$ cat config.mk
export PLATFORM = sky130hd
export DESIGN_NAME = sfc_frame_core
export DESIGN_NICKNAME = d
export VERILOG_FILES = /design/src/design/sfc_pkg.sv /design/src/design/sfc_frame_core.sv
export SDC_FILE = /design/constraint.sdc
export NUM_CORES = 1
export LEC_CHECK = 0
export BUFFER_PORTS_ARGS = -buffer_cell sky130_fd_sc_hd__clkbuf_2
export CAP_MARGIN = 10
export CORE_UTILIZATION = 50
export CTS_CLUSTER_DIAMETER = 40
export DETAILED_ROUTE_END_ITERATION = 6
export GPL_TIMING_DRIVEN = 0
export PLACE_DENSITY_LB_ADDON = 0.15
export SLEW_MARGIN = 30
export SYNTH_ARGS = -nofsm -noshare
export SYNTH_HDL_FRONTEND = slang
export SYNTH_SLANG_ARGS = --single-unit
$ cat constraint.sdc
create_clock -name clk -period 2.33 [get_ports clk]
set_clock_uncertainty 0.1 [all_clocks]
set_input_delay 0.466 -clock clk [delete_from_list [all_inputs] [get_ports clk]]
set_output_delay 0.466 -clock clk [all_outputs]
set_load 0.02 [all_outputs]
$ cat src/design/sfc_pkg.sv
// Shared types, constants and the CRC-8 update function for the SPI frame checker.
package sfc_pkg;

  // Input beat kinds
  localparam logic KIND_DATA    = 1'b0;
  localparam logic KIND_RELEASE = 1'b1;

  // Frame check constants
  localparam logic [7:0] HEADER_VALUE  = 8'hDE;
  localparam logic [7:0] CRC_POLY_REFL = 8'h18;
  localparam logic [7:0] CRC_INIT      = 8'hFF;
  localparam logic [7:0] CRC_TOP_BIT   = 8'h80;
  localparam logic [7:0] MIN_FRAME     = 8'd3;

  // Result status codes
  localparam logic [1:0] STATUS_OK      = 2'd0;
  localparam logic [1:0] STATUS_BAD_HDR = 2'd1;
  localparam logic [1:0] STATUS_BAD_CRC = 2'd2;

  // One input item handed from the input register to the frame core
  typedef struct packed {
    logic       kind;
    logic [7:0] data_byte;
  } sfc_item_t;

  // One result item
  typedef struct packed {
    logic [1:0] status;
    logic [7:0] first_byte;
    logic [7:0] command;
    logic [7:0] arg_one;
    logic [7:0] arg_two;
    logic [7:0] frame_length;
  } sfc_result_t;

  // Reflected Maxim CRC-8, one byte, LSB first (eight unrolled bit steps)
  function automatic logic [7:0] crc8_update(input logic [7:0] value, input logic [7:0] crc);
    logic [7:0] c;
    logic [7:0] v;
    c = crc;
    v = value;
    for (int i = 0; i < 8; i++) begin
      if ((c[0] ^ v[0]) == 1'b1) begin
        c = ((c ^ CRC_POLY_REFL) >> 1) | CRC_TOP_BIT;
      end else begin
        c = c >> 1;
      end
      v = v >> 1;
    end
    return c;
  endfunction

endpackage

$ cat src/design/sfc_frame_core.sv
// Frame state, running CRC and the end-of-frame verdict for one beat per cycle while step is high.
module sfc_frame_core #(
  parameter int FRAME_BUFFER_BYTES = 32
) (
  input  logic                clk,
  input  logic                rst_n,
  input  logic                step,
  input  sfc_pkg::sfc_item_t  item,
  output logic                res_valid,
  output sfc_pkg::sfc_result_t res
);

  localparam logic [7:0] LAST_COUNT = 8'(FRAME_BUFFER_BYTES - 1);

  logic [7:0] byte_count_r, byte_count_nxt;
  logic [7:0] crc_running_r, crc_running_nxt;
  logic [7:0] crc_before_last_r, crc_before_last_nxt;
  logic [7:0] last_byte_r, last_byte_nxt;
  logic [7:0] header_r, header_nxt;
  logic [7:0] command_r, command_nxt;
  logic [7:0] arg_one_r, arg_one_nxt;
  logic [7:0] arg_two_r, arg_two_nxt;
  logic [7:0] count_seen;
  logic [7:0] crc_base;
  logic       is_data;
  logic       finish;

  assign is_data = step && (item.kind == sfc_pkg::KIND_DATA);

  // State after taking this beat (data bytes only)
  always_comb begin
    header_nxt          = header_r;
    command_nxt         = command_r;
    arg_one_nxt         = arg_one_r;
    arg_two_nxt         = arg_two_r;
    crc_running_nxt     = crc_running_r;
    crc_before_last_nxt = crc_before_last_r;
    last_byte_nxt       = last_byte_r;
    count_seen          = byte_count_r;
    crc_base            = (byte_count_r == 8'd0) ? sfc_pkg::CRC_INIT : crc_running_r;
    if (is_data) begin
      case (byte_count_r)
        8'd0: begin
          header_nxt  = item.data_byte;
          command_nxt = 8'd0;
          arg_one_nxt = 8'd0;
          arg_two_nxt = 8'd0;
        end
        8'd1: command_nxt = item.data_byte;
        8'd2: arg_one_nxt = item.data_byte;
        8'd3: arg_two_nxt = item.data_byte;
        default: ;
      endcase
      crc_before_last_nxt = crc_base;
      crc_running_nxt     = sfc_pkg::crc8_update(item.data_byte, crc_base);
      last_byte_nxt       = item.data_byte;
      count_seen          = byte_count_r + 8'd1;
    end
  end

  // Frame ends on select release with bytes pending, or when the buffer fills
  assign finish = step && ((item.kind == sfc_pkg::KIND_RELEASE) ? (byte_count_r != 8'd0)
                                                                 : (count_seen >= LAST_COUNT));
  assign byte_count_nxt = finish ? 8'd0 : count_seen;

  // Verdict: header/length check wins over the CRC check
  always_comb begin
    if (header_nxt != sfc_pkg::HEADER_VALUE || count_seen < sfc_pkg::MIN_FRAME) begin
      res.status = sfc_pkg::STATUS_BAD_HDR;
    end else if (crc_before_last_nxt != last_byte_nxt) begin
      res.status = sfc_pkg::STATUS_BAD_CRC;
    end else begin
      res.status = sfc_pkg::STATUS_OK;
    end
    res.first_byte   = header_nxt;
    res.command      = command_nxt;
    res.arg_one      = arg_one_nxt;
    res.arg_two      = arg_two_nxt;
    res.frame_length = count_seen;
  end

  assign res_valid = finish;

  // Frame state registers
  always_ff @(posedge clk) begin
    if (!rst_n) begin
      byte_count_r      <= 8'd0;
      crc_running_r     <= sfc_pkg::CRC_INIT;
      crc_before_last_r <= sfc_pkg::CRC_INIT;
      last_byte_r       <= 8'd0;
      header_r          <= 8'd0;
      command_r         <= 8'd0;
      arg_one_r         <= 8'd0;
      arg_two_r         <= 8'd0;
    end else begin
      byte_count_r      <= byte_count_nxt;
      crc_running_r     <= crc_running_nxt;
      crc_before_last_r <= crc_before_last_nxt;
      last_byte_r       <= last_byte_nxt;
      header_r          <= header_nxt;
      command_r         <= command_nxt;
      arg_one_r         <= arg_one_nxt;
      arg_two_r         <= arg_two_nxt;
    end
  end

endmodule

==> impl_metrics.yaml <==
drt:
  vias: 3225
  viasPerCell: 5.503
  wire_per_inst_um: 16.53
  final_antenna_net_count: 0
  first_iter_violations: 144
  first_pass_iters: 6
  drc: 6
  routed_wirelength_mm: 9.687
cts:
  hold_buffers: 0
  clk_pin_slew_ns: 0.07
  numCtsBuffers: 9
  cts.htree.levels: 3
  clock-sinks: 64
  clock-root-buffer: "clkbuf_8"
  insertion_delay_ns: 0.35
  cts_buffer_depth: 2
  cts_tree: "built"
place:
  post_dp_cell_area_mm2: 0.003820
  place_hpwl_mm: 5.939
  pre_cts_ws_ns: -0.5707
  port_buffers: 51
  routabilityCongestion: 0.8505
logic_synthesis:
  synth_flop_cell: "dfxtp_1"
  async_flop_share_pct: 0
  netlist_area_mm2: 0.003373
  netlist_instances: 417
  synth_edf_count: 0
  synth.distinct_cells: 51
  synth_area_per_cell_um2: 8.089
  synth_nets: 433
  ys_seq_area_share_pct: 37.98
  synth_top_area_cell: "dfxtp_1"
  ys_warn_count: 0
  synthTopCellsByCount: "nand2_1 (114), dfxtp_1 (64), and2_1 (35), xnor2_1 (24)"
  ys_seq_elements: 64
  yosysMostFrequentCell: "nand2_1"
  yosysTopAreaCellShare_pct: 37.98
  ys_top_cells_by_area: "dfxtp_1 (38%), nand2_1 (13%), and2_1 (6.5%), xnor2_1 (6.2%), xor2_1 (4.2%)"
sta:
  setup_ws_ns: -0.5293
  period_needed_ns: 2.859
  fmax_mhz: 349.7
  slew_headroom_pct: 48.12
  hold_violations: 0
  period_share_pct: 122.7
  slew_violations: 0
  tightest_slew_ns: 0.7782
  rsz0062_at_grt: "true"
  setup_viol: 35
setup_path:
  critPathMaxStageDelay_ns: 0.37
  path_cells: "inv_4, ha_4, nor4b_4, and2_4, buf_8, nor4_4, a311oi_2, o21ai_2, a31oi_4, buf_8"
  crit_slowest_cell: "dfxtp_4"
  worst_ep_arrival_time_ns: 2.29
  r2r_cells: 11
  critPathLaunchType: "flop"
  critPathRequiredTime_ns: 1.76
  critical-path-top-delay-family: "compound AO/OA/AOI/OAI gates"
  crit_top_cell: "buf_8"
  crit_buf_inv: 3
  worstSetupPathType: "flop to output pin"
  path_depth: 10
  cp_max_fo: 8
  crit_path_end_kind: "output pin"
global_route:
  track_usage_pct: 28.10
  first_global_vias: 3149
  grt_pass1_wl_mm: 15.50
  grt_max_degree: 12
  grt_overflow_total: 0
  antenna_found_initial: 0
floorplanning:
  die_area_mm2: 0.007079
  initial_utilization_pct: 52.52
  row_count: 29
  die_h_um: 84.14
  fp.dieW_um: 84.14
  core_area_mm2: 0.006422
  ios: 55
pwr:
  power_leakage_nw: 2.083
  power.density_mw_per_mm2: 561.4
  peakVddDrop_v: 0.0004038
status:
  violations: "DRC, setup timing"
  status: "finished, violations left"
cells_and_area:
  antenna_cells: 0
  drive_gt1_share_pct: 42.24
  syn2layout_area_growth_pct: 44.07
  design_area_mm2: 0.004860
  seq_area_mm2: 0.001309
  multi_input_comb_area_mm2: 0.002340
  n_fill_cell: 413
  layout.nets: 521
worst_hold_path:
  min_delay_path_depth: 2
  hold_path.class: "flop to flop"
run:
  cap_violations: 0
==> repair_timing <==
| action | in CTS | in global routing |
|---|---|---|
| pin swaps | 41 | 42 |
| resized for setup | 112 | 80 |
| hold endpoints to repair | 0 | 0 |
| setup endpoints to repair | 36 | 42 |
| buffers inserted | 24 | 7 |
==> worst paths after layout <==
kind / slack [ns] / start / to
setup / recovery: -0.53 / byte_count_r[0] / res[41]
hold / removal: 0.38 / last_byte_r[4] / last_byte_r[4]
setup reg to reg: 0.06 / byte_count_r[0] / crc_running_r[3]
hold reg to reg: 0.38 / last_byte_r[4] / last_byte_r[4]
==> state kept, by name, indices dropped and copies added (netlist names) <==
signal	count
arg_one_r	8
arg_two_r	8
byte_count_r	8
command_r	8
crc_before_last_r	8
crc_running_r	8
header_r	8
last_byte_r	8
==> power breakdown <==
part | switching [W] | internal, W
combinational | 0.000293 | 0.000241
clock | 0.000440 | 0.000594
sequential | 0.0000366 | 0.00112
total | 0.000769 | 0.00196
==> logic make-up after synthesis <==
kind of cell | share of synthesized area, %
AOI/OAI and AO/OA | 10.76
xor gates and xnor gates | 12.76
adders and majority gates | 1.484
buffers and inverters | 4.266
DFF | 37.98
muxes | 3.301
and+or+nand+nor | 29.45
==> metrics by stage <==
stage	setup TNS (ns)	util, %	power (W)	hold slack [ns]	instances
CTS	-3.201	72.32	0.002703	0.3808	580
detailed placement	-6.352	59.48	0.001614	0.3716	545
global placement	-5.099	59.48	0.001605	0.3667	545
global route	-8.306	75.67	0.002814	0.3985	586
finish	-6.019	75.67	0.002728	0.3804	586
floorplan	-0.2438	-	0.001508	0.3551	417
==> layout by cell type (no fill, tap or decap), types with 3 or more instances in the layout <==
cell      Yosys  layout
nand2_1     114      68
dfxtp_1      64      56
nand2_2       1      46
and2_1       35      32
buf_4         1      29
clkbuf_2      0      21
nor2_1       21      21
xnor2_1      24      19
buf_8         0      19
clkbuf_1     21      17
xor2_1       16      16
clkbuf_8      0      16
o211ai_1      9       9
mux2_2        9       8
nand3_1       9       8
a21boi_0      8       8
buf_6         1       8
xnor2_2       2       7
dfxtp_4       0       7
o21ai_0       8       6
nor3_1        9       6
a21oi_1       8       6
nand4_1       5       5
and2_4        1       4
buf_1         3       3
o21ai_4       0       3
o21ai_2       1       3
clkinv_2      0       3
==> routing by layer <==
metal  up-vias  wire length [um]  part of all wire, %  track usage (%)
met5         -                 0                    0                0
met2        83              4934                   51            49.70
met3        26               402                  4.1            5.113
met1      1561              4028                   42            32.96
li1       1555                 -                    -                -
met4         0               320                  3.3            13.32
==> layout make-up <==
class,count,area share (%)
inverter,4,0.4119
multi-input combinational,319,48.15
sequential,64,26.93
tap,77,1.982
timing repair buffer,82,15.89
buffer,25,2.369
clock inverter,6,1.725
clock buffer,9,2.549
==> worst min-delay path: cells and delay by family, from the launching register on <==
kind	cells	cell delay [ns]
flip-flops	1	0.32
AO/OA/AOI/OAI	1	0.06
AND/OR/NAND/NOR	1	0.05
No activity file was read; power rests on OpenSTA's default activity.
